==> src/rtl/wavhp_pkg.sv <==
// Shared types and constants for the WAV header parser.
package wavhp_pkg;

    localparam int unsigned BYTE_W    = 8;
    localparam int unsigned WORD_W    = 32;
    localparam int unsigned KIND_W    = 2;
    localparam int unsigned ECODE_W   = 3;
    localparam int unsigned M_TDATA_W = 144;

    // Tags as they arrive, little-endian, first byte lowest
    localparam logic [WORD_W-1:0] TAG_RIFF = 32'h4646_4952;
    localparam logic [WORD_W-1:0] TAG_WAVE = 32'h4556_4157;
    localparam logic [WORD_W-1:0] TAG_FMT  = 32'h2074_6D66;
    localparam logic [WORD_W-1:0] TAG_DATA = 32'h6174_6164;
    localparam logic [WORD_W-1:0] FMT_BASE = 32'd16;

    localparam logic [WORD_W-1:0] PCM_FORMAT   = 32'd1;
    localparam logic [WORD_W-1:0] MONO_CHANNEL = 32'd1;
    localparam logic [WORD_W-1:0] SAMPLE_BITS  = 32'd8;

    typedef enum logic [14:0] {
        PH_RIFF   = 15'b000_0000_0000_0001,
        PH_CSIZE  = 15'b000_0000_0000_0010,
        PH_WAVE   = 15'b000_0000_0000_0100,
        PH_FMT    = 15'b000_0000_0000_1000,
        PH_FSIZE  = 15'b000_0000_0001_0000,
        PH_AFMT   = 15'b000_0000_0010_0000,
        PH_CHAN   = 15'b000_0000_0100_0000,
        PH_SRATE  = 15'b000_0000_1000_0000,
        PH_BRATE  = 15'b000_0001_0000_0000,
        PH_ALIGN  = 15'b000_0010_0000_0000,
        PH_WIDTH  = 15'b000_0100_0000_0000,
        PH_SKIP   = 15'b000_1000_0000_0000,
        PH_DATA   = 15'b001_0000_0000_0000,
        PH_DSIZE  = 15'b010_0000_0000_0000,
        PH_STREAM = 15'b100_0000_0000_0000
    } phase_t;

    typedef enum logic [KIND_W-1:0] {
        KIND_HEADER = 2'd0,
        KIND_SAMPLE = 2'd1,
        KIND_ERROR  = 2'd2
    } kind_t;

    typedef enum logic [ECODE_W-1:0] {
        ERR_NO_RIFF  = 3'd0,
        ERR_NOT_WAVE = 3'd1,
        ERR_NO_FMT   = 3'd2,
        ERR_NOT_PCM  = 3'd3,
        ERR_NOT_MONO = 3'd4,
        ERR_NOT_8BIT = 3'd5,
        ERR_NO_DATA  = 3'd6
    } err_code_t;

    typedef struct packed {
        kind_t              kind;
        err_code_t          error_code;
        logic [WORD_W-1:0]  chunk_size;
        logic [WORD_W-1:0]  sample_rate;
        logic [WORD_W-1:0]  byte_rate;
        logic [WORD_W-1:0]  data_size;
        logic [BYTE_W-1:0]  sample;
    } result_t;

endpackage

==> src/rtl/wavhp_in_stage.sv <==
// Input register stage holding one file byte and its start flag.
module wavhp_in_stage (
    input  logic                        aclk,
    input  logic                        aresetn,
    input  logic                        s_tvalid,
    output logic                        s_tready,
    input  logic [wavhp_pkg::BYTE_W-1:0] s_tdata,
    input  logic                        s_tuser,
    input  logic                        take,
    output logic                        item_valid,
    output logic [wavhp_pkg::BYTE_W-1:0] item_byte,
    output logic                        item_sof
);
    import wavhp_pkg::*;

    logic              valid_reg;
    logic [BYTE_W-1:0] byte_reg;
    logic              sof_reg;

    assign s_tready   = !valid_reg || take;
    assign item_valid = valid_reg;
    assign item_byte  = byte_reg;
    assign item_sof   = sof_reg;

    always_ff @(posedge aclk) begin
        if (!aresetn) begin
            valid_reg <= 1'b0;
        end else if (s_tvalid && s_tready) begin
            valid_reg <= 1'b1;
        end else if (take) begin
            valid_reg <= 1'b0;
        end
    end

    always_ff @(posedge aclk) begin
        if (s_tvalid && s_tready) begin
            byte_reg <= s_tdata;
            sof_reg  <= s_tuser;
        end
    end

endmodule

==> src/rtl/wavhp_core.sv <==
// Header parsing state and per-byte next-state and result logic.
module wavhp_core (
    input  logic                         aclk,
    input  logic                         aresetn,
    input  logic                         consume,
    input  logic [wavhp_pkg::BYTE_W-1:0] in_byte,
    input  logic                         in_sof,
    output logic                         res_valid,
    output wavhp_pkg::result_t           res
);
    import wavhp_pkg::*;

    phase_t            phase_reg, phase_next, ph;
    logic [1:0]        cnt_reg, cnt_next, cnt, cnt_inc;
    logic [WORD_W-1:0] acc_reg, acc_next, acc, acc_shift;
    logic [WORD_W-1:0] exc_reg, exc_next, exc;
    logic [WORD_W-1:0] csize_reg, csize_next, csize;
    logic [WORD_W-1:0] srate_reg, srate_next, srate;
    logic [WORD_W-1:0] brate_reg, brate_next, brate;
    logic              err_reg, err_next, err;
    logic              len2, done;
    logic [WORD_W-1:0] val;

    // Start of file restarts the parser before the byte is used
    assign ph    = in_sof ? PH_RIFF : phase_reg;
    assign cnt   = in_sof ? 2'd0 : cnt_reg;
    assign acc   = in_sof ? '0 : acc_reg;
    assign exc   = in_sof ? '0 : exc_reg;
    assign csize = in_sof ? '0 : csize_reg;
    assign srate = in_sof ? '0 : srate_reg;
    assign brate = in_sof ? '0 : brate_reg;
    assign err   = in_sof ? 1'b0 : err_reg;

    assign acc_shift = {in_byte, acc[WORD_W-1:BYTE_W]};
    assign cnt_inc   = cnt + 2'd1;
    assign len2      = ph inside {PH_AFMT, PH_CHAN, PH_ALIGN, PH_WIDTH};
    assign done      = (cnt_inc == 2'd0) || (len2 && (cnt_inc == 2'd2));
    assign val       = len2 ? {16'h0000, acc_shift[WORD_W-1:16]} : acc_shift;

    always_comb begin
        phase_next = ph;
        cnt_next   = cnt;
        acc_next   = acc;
        exc_next   = exc;
        csize_next = csize;
        srate_next = srate;
        brate_next = brate;
        err_next   = err;
        res_valid  = 1'b0;
        res        = '0;
        if (!err) begin
            case (ph)
                PH_STREAM: begin
                    res_valid  = 1'b1;
                    res.kind   = KIND_SAMPLE;
                    res.sample = in_byte;
                end
                PH_SKIP: begin
                    exc_next = (exc != '0) ? exc - 32'd1 : exc;
                    if (exc <= 32'd1) begin
                        phase_next = PH_DATA;
                    end
                end
                PH_RIFF, PH_CSIZE, PH_WAVE, PH_FMT, PH_FSIZE, PH_AFMT, PH_CHAN,
                PH_SRATE, PH_BRATE, PH_ALIGN, PH_WIDTH, PH_DATA, PH_DSIZE: begin
                    acc_next = acc_shift;
                    cnt_next = done ? 2'd0 : cnt_inc;
                    if (done) begin
                        phase_next = phase_t'(ph << 1);
                        case (ph)
                            PH_RIFF: begin
                                if (val != TAG_RIFF) begin
                                    res.error_code = ERR_NO_RIFF;
                                    res_valid      = 1'b1;
                                end
                            end
                            PH_CSIZE: csize_next = val;
                            PH_WAVE: begin
                                if (val != TAG_WAVE) begin
                                    res.error_code = ERR_NOT_WAVE;
                                    res_valid      = 1'b1;
                                end
                            end
                            PH_FMT: begin
                                if (val != TAG_FMT) begin
                                    res.error_code = ERR_NO_FMT;
                                    res_valid      = 1'b1;
                                end
                            end
                            PH_FSIZE: exc_next = (val > FMT_BASE) ? val - FMT_BASE : '0;
                            PH_AFMT: begin
                                if (val != PCM_FORMAT) begin
                                    res.error_code = ERR_NOT_PCM;
                                    res_valid      = 1'b1;
                                end
                            end
                            PH_CHAN: begin
                                if (val != MONO_CHANNEL) begin
                                    res.error_code = ERR_NOT_MONO;
                                    res_valid      = 1'b1;
                                end
                            end
                            PH_SRATE: srate_next = val;
                            PH_BRATE: brate_next = val;
                            PH_WIDTH: begin
                                if (val != SAMPLE_BITS) begin
                                    res.error_code = ERR_NOT_8BIT;
                                    res_valid      = 1'b1;
                                end else begin
                                    phase_next = (exc != '0) ? PH_SKIP : PH_DATA;
                                end
                            end
                            PH_DATA: begin
                                if (val != TAG_DATA) begin
                                    res.error_code = ERR_NO_DATA;
                                    res_valid      = 1'b1;
                                end
                            end
                            PH_DSIZE: begin
                                res_valid       = 1'b1;
                                res.kind        = KIND_HEADER;
                                res.chunk_size  = csize;
                                res.sample_rate = srate;
                                res.byte_rate   = brate;
                                res.data_size   = val;
                            end
                            default: ;
                        endcase
                        // A failed check holds the phase and latches the error
                        if (res_valid && (ph != PH_DSIZE)) begin
                            res.kind   = KIND_ERROR;
                            err_next   = 1'b1;
                            phase_next = ph;
                        end
                    end
                end
                default: ;
            endcase
        end
    end

    always_ff @(posedge aclk) begin
        if (!aresetn) begin
            phase_reg <= PH_RIFF;
            cnt_reg   <= 2'd0;
            acc_reg   <= '0;
            exc_reg   <= '0;
            csize_reg <= '0;
            srate_reg <= '0;
            brate_reg <= '0;
            err_reg   <= 1'b0;
        end else if (consume) begin
            phase_reg <= phase_next;
            cnt_reg   <= cnt_next;
            acc_reg   <= acc_next;
            exc_reg   <= exc_next;
            csize_reg <= csize_next;
            srate_reg <= srate_next;
            brate_reg <= brate_next;
            err_reg   <= err_next;
        end
    end

    a_error_latches: assert property (@(posedge aclk) disable iff (!aresetn)
        consume && res_valid && (res.kind == KIND_ERROR) |=> err_reg)
        else $error("error result did not latch sticky error");

    a_error_silent: assert property (@(posedge aclk) disable iff (!aresetn)
        consume && err_reg && !in_sof |-> !res_valid)
        else $error("result produced after sticky error");

    a_sample_in_stream: assert property (@(posedge aclk) disable iff (!aresetn)
        consume && res_valid && (res.kind == KIND_SAMPLE)
            |-> (phase_reg == PH_STREAM) && !in_sof)
        else $error("sample emitted outside the data stream");

endmodule

==> src/rtl/wavhp_out_stage.sv <==
// Result register stage driving the master stream.
module wavhp_out_stage (
    input  logic                            aclk,
    input  logic                            aresetn,
    input  logic                            load,
    input  wavhp_pkg::result_t              res,
    output logic                            can_take,
    output logic                            m_tvalid,
    input  logic                            m_tready,
    output logic [wavhp_pkg::M_TDATA_W-1:0] m_tdata,
    output logic [wavhp_pkg::KIND_W-1:0]    m_tuser
);
    import wavhp_pkg::*;

    logic    valid_reg;
    result_t res_reg;

    assign can_take = !valid_reg || m_tready;
    assign m_tvalid = valid_reg;
    assign m_tuser  = res_reg.kind;
    assign m_tdata  = {5'b00000, res_reg.sample, res_reg.data_size, res_reg.byte_rate,
                       res_reg.sample_rate, res_reg.chunk_size, res_reg.error_code};

    always_ff @(posedge aclk) begin
        if (!aresetn) begin
            valid_reg <= 1'b0;
        end else if (load) begin
            valid_reg <= 1'b1;
        end else if (m_tready) begin
            valid_reg <= 1'b0;
        end
    end

    always_ff @(posedge aclk) begin
        if (load) begin
            res_reg <= res;
        end
    end

endmodule

==> src/rtl/wav_header_parser.sv <==
// Top level of the streaming WAV header parser.
//
// Feed a WAV file one byte per item on the slave stream, with s_tuser high on
// the first byte of each file to restart parsing. The block checks the RIFF,
// WAVE, 'fmt ' and 'data' tags, requires PCM, mono, 8-bit audio, skips any
// fmt bytes past the first 16, and then emits one header item (kind 0) with
// chunk size, sample rate, byte rate and data size. Every later byte comes
// out as a sample item (kind 1); the data size is reported, not enforced.
// The first failed check emits one error item (kind 2) and mutes the block
// until the next start of file. Throughput is one byte per clock unless a
// full result register waits on m_tready: each byte passes an input
// register, combinational parsing logic and a result register. Header bytes
// and skipped bytes produce no item. s_tready follows m_tready only while
// both registers are full.
module wav_header_parser (
    input  logic                            aclk,
    input  logic                            aresetn,
    input  logic                            s_tvalid,
    output logic                            s_tready,
    // s_tdata: [7:0] file_byte
    input  logic [wavhp_pkg::BYTE_W-1:0]    s_tdata,
    // s_tuser: [0] start_of_file
    input  logic                            s_tuser,
    output logic                            m_tvalid,
    input  logic                            m_tready,
    // m_tdata: [2:0] error_code, [34:3] chunk_size, [66:35] sample_rate,
    //          [98:67] byte_rate, [130:99] data_size, [138:131] sample, rest zero
    output logic [wavhp_pkg::M_TDATA_W-1:0] m_tdata,
    // m_tuser: [1:0] kind
    output logic [wavhp_pkg::KIND_W-1:0]    m_tuser
);
    import wavhp_pkg::*;

    logic              item_valid;
    logic [BYTE_W-1:0] item_byte;
    logic              item_sof;
    logic              can_take;
    logic              consume;
    logic              res_valid;
    result_t           res;

    // Advance the held byte whenever the result register has room
    assign consume = item_valid && can_take;

    wavhp_in_stage u_in (
        .aclk       (aclk),
        .aresetn    (aresetn),
        .s_tvalid   (s_tvalid),
        .s_tready   (s_tready),
        .s_tdata    (s_tdata),
        .s_tuser    (s_tuser),
        .take       (can_take),
        .item_valid (item_valid),
        .item_byte  (item_byte),
        .item_sof   (item_sof)
    );

    wavhp_core u_core (
        .aclk      (aclk),
        .aresetn   (aresetn),
        .consume   (consume),
        .in_byte   (item_byte),
        .in_sof    (item_sof),
        .res_valid (res_valid),
        .res       (res)
    );

    // Load a result only for bytes that produce one; others just drain
    wavhp_out_stage u_out (
        .aclk     (aclk),
        .aresetn  (aresetn),
        .load     (consume && res_valid),
        .res      (res),
        .can_take (can_take),
        .m_tvalid (m_tvalid),
        .m_tready (m_tready),
        .m_tdata  (m_tdata),
        .m_tuser  (m_tuser)
    );

endmodule
==> config.mk <==
export PLATFORM = sky130hd
export DESIGN_NAME = wav_header_parser
export DESIGN_NICKNAME = d
export VERILOG_FILES = /design/src/rtl/wavhp_pkg.sv /design/src/rtl/wavhp_in_stage.sv /design/src/rtl/wavhp_core.sv /design/src/rtl/wavhp_out_stage.sv /design/src/rtl/wav_header_parser.sv
export SDC_FILE = /design/constraint.sdc
export NUM_CORES = 1
export LEC_CHECK = 0
export BUFFER_PORTS_ARGS = -buffer_cell sky130_fd_sc_hd__buf_2
export CAP_MARGIN = 20
export CORE_MARGIN = 2
export CORE_UTILIZATION = 50
export DETAILED_ROUTE_END_ITERATION = 16
export GPL_ROUTABILITY_DRIVEN = 0
export PLACE_DENSITY = 0.75
export SLEW_MARGIN = 25
export SYNTH_ARGS = -nofsm -noshare
export SYNTH_HDL_FRONTEND = slang
export SYNTH_SLANG_ARGS = --single-unit
==> constraint.sdc <==
create_clock -name aclk -period 10.38 [get_ports aclk]
set_clock_uncertainty 0.2 [all_clocks]
set_input_delay 0.519 -clock aclk [delete_from_list [all_inputs] [get_ports aclk]]
set_output_delay 0.519 -clock aclk [all_outputs]
set_load 0.005 [all_outputs]
==> out/results.tsv <==
metric	value	unit
Max stage delay on crit path	640	ps
peak supply drop	0.000113	V
Syn Inst Count	1592	
Clk pwr share	0.419	
DRC viols	0	
FFs w/ async S/R, synth	0	
Remaining Overflow, GRT	0	
unrepaired setup endpoints after global routing	false	
Max clock buf depth	3	
routed vias/inst	6.27	
FP Rows	63	
I/O Pins	161	
Critical Path RT	10400	ps
ANT nets after route	0	
Root Driver	clkbuf_16	
Critical Path Stages	17	
max cap viols	0	
antenna violations before repair	0	
Die Y	177	um
Max Transition Viols Final	0	
Yosys cell types	83	
Synth top area share	0.299	
CP bufs+invs	4	
# clock sinks	322	
IO Port Bufs	155	
hpwl dp	29200	um
PD cells	153	nW/um^2
first-pass GRT wire length	68100	um
CTS Buf Count	31	
crit-path max FO	68	
Tot GR Track Use	0.273	
post-layout minimum cycle time	6570	ps
final period utilization	0.633	
Internal	1.99	mW
Switching Fraction	0.241	
Max-slew headroom	0.341	
Avg Cell Area, Syn	9.45	um^2
CTS tree	done	
core footprint	29600	um^2
EDFF count, synth	150	
Layout area overhead	14.0	%
FMAX	152	MHz
routed len/inst	20.8	um
register area share after synthesis	0.528	
status	finished clean	
reg2reg path depth	17	
Antenna diodes	0	
Top FF cell, synth	dfxtp_1	
H-tree level count	1	
Hold Worst Slack	168	ps
Setup Total Neg Slack	0	ps
layout cells sized above 1	0.159	
area of the die	31500	um^2
Largest register FFs	139	
number of synthesis warnings	0	
area post-placement	16100	um^2
Synth area leaders	edfxtp_1 30%, dfxtp_1 23%, nor2_1 5.9%, and2_1 4.9%, a22oi_1 3.6%	
Worst EP arrival	6590	ps
Hold Path Stages	4	
Cell Chain, Critical Path	buf_4 -> nor3_2 -> and4_1 -> o21a_4 -> mux2i_1 -> or2_2 -> inv_1 -> ha_1 -> nand3b_1 -> or4b_2 -> o41ai_1 -> nand2b_1 -> nor3_2 -> a21oi_1 -> o21a_4 -> buf_4 -> buf_4	
CP dominant cell by count	buf_4	
Worst-Skew Late Latency	580	ps
Critical Path Slowest Stage Cell	or4b_2	
Vias	13200	
synthesized flop and latch total	322	
DR pass1 iterations	11	
Hold Crit Class	input port to register	
final hold violations	0	
final setup fails	0	
Clk pin slew, worst setup/hold paths	60	ps
number of global-route vias before repair	12100	
cell taking the most area after synthesis	edfxtp_1	
final instance area	17100	um^2
Tot Pwr	2.62	mW
Leak	5.88	nW
die width	177	um
Worst-Margin Slew	985	ps
fin nets	1713	
Post-CTS Setup Inserts	0	
Setup crit start kind	register	
Initial Util	0.508	
Worst Setup Path Type	register to register	
switching pwr	632	uW
cell area after synthesis	15000	um^2
total wire length	43900	um
pin count of the biggest net entering global routing	106	
Crit. End Element	register	
Sequential Power Share	0.515	
Initial DRC Count	1914	
Comb pwr share	0.066	
CP top delay family	simple AND/OR/NAND/NOR gates	
cell usage after synthesis (6+ instances only):
cell type	instances
inv_1	19
mux2i_1	11
nand2_1	134
o21ai_0	64
ha_1	8
a22oi_1	73
a31oi_1	7
a21oi_1	100
and2_1	117
clkbuf_1	104
a22o_1	12
nor4_1	26
o211ai_1	9
dfxtp_1	172
nand4_1	19
nor2_1	235
and4_1	6
o22ai_1	9
buf_4	6
xor2_1	11
nand2b_1	9
nor2b_1	19
nand3_1	28
a211oi_1	11
nor3_1	39
xnor2_1	7
and3_1	15
buf_1	8
buf_2	10
a32oi_1	23
a41oi_1	6
edfxtp_1	150
through the flow:
stage | util | setup slack, ps | std cells
finish | 0.579 | 3810 | 2106
floorplan | - | 3060 | 1596
global route | 0.579 | 3400 | 2106
detailed placement | 0.542 | 3980 | 2039
CTS | 0.579 | 3960 | 2106
global placement | 0.542 | 4180 | 2039
path summary, 6_finish.rpt:
path                        start  slack (ps)                    to
max                 u_in.item_sof        3810     u_out.m_tdata[78]
min                      m_tready         170       u_in.item_valid
max reg2reg         u_in.item_sof        3810     u_out.m_tdata[78]
min reg2reg  u_core.srate_reg[30]         250  u_core.srate_reg[30]
cells by family after synthesis:
group / after synthesis / share of synthesized area
xor+xnor: 18 / 0.0105
simple gates: 687 / 0.226
other cells: 1 / 0.000249
compound gates: 390 / 0.176
flops: 322 / 0.528
fa+ha+maj: 8 / 0.00665
buf+inv: 149 / 0.0405
mux: 17 / 0.0120
per-layer routing:
metal	global-route usage	up-vias	routed length [um]
li1	-	5986	-
met1	0.366	6185	17400
met2	0.427	853	19400
met3	0.0668	178	5050
met4	0.108	0	1940
met5	0	-	0
area by class of cell:
| type | count | area, um^2 |
|---|---|---|
| repair buffers | 193 | 1090 |
| multi-input cells | 1125 | 6560 |
| clock inverters | 15 | 119 |
| fillers | 2539 | 12500 |
| inverters | 19 | 73.8 |
| flip-flops and latches | 322 | 7950 |
| well taps | 390 | 488 |
| clock buffers | 42 | 871 |
cell usage in the layout, fill, tap and decap left out, types with 8 or more instances in the layout:
cell,instances
edfxtp_1,150
nor4_1,25
buf_2,155
dfxtp_1,172
nand3_1,28
and3_1,15
dlygate4sd3_1,10
a22o_1,12
buf_4,28
a22oi_1,73
inv_1,18
mux2i_1,11
o21ai_0,64
nand2b_1,9
nor2_1,231
nor3_1,37
a211oi_1,11
a21oi_1,100
o211ai_1,9
o22ai_1,9
xor2_1,11
nand4_1,19
clkbuf_16,31
ha_1,8
nor2b_1,19
nand2_1,134
and2_1,117
a32oi_1,23
worst min-delay path: stages:
cell	delay (ps)
buf_2	80
nor2b_1	80
a21oi_1	160
nor2_1	50
timing repair:
action	4_1_cts	5_1_grt
hold buffers	10	0
endpoints found under the hold margin	10	0
gates resized for setup	0	0
power groups by stage:
stage	sequential (mW)	clock, mW	combinational (mW)
floorplan	1.36	0	0.123
global placement	1.37	0	0.161
detailed placement	1.37	0	0.162
CTS	1.35	1.10	0.166
global route	1.35	1.16	0.184
finish	1.35	1.10	0.173
Note: power is estimated with default switching activity, not from simulation.
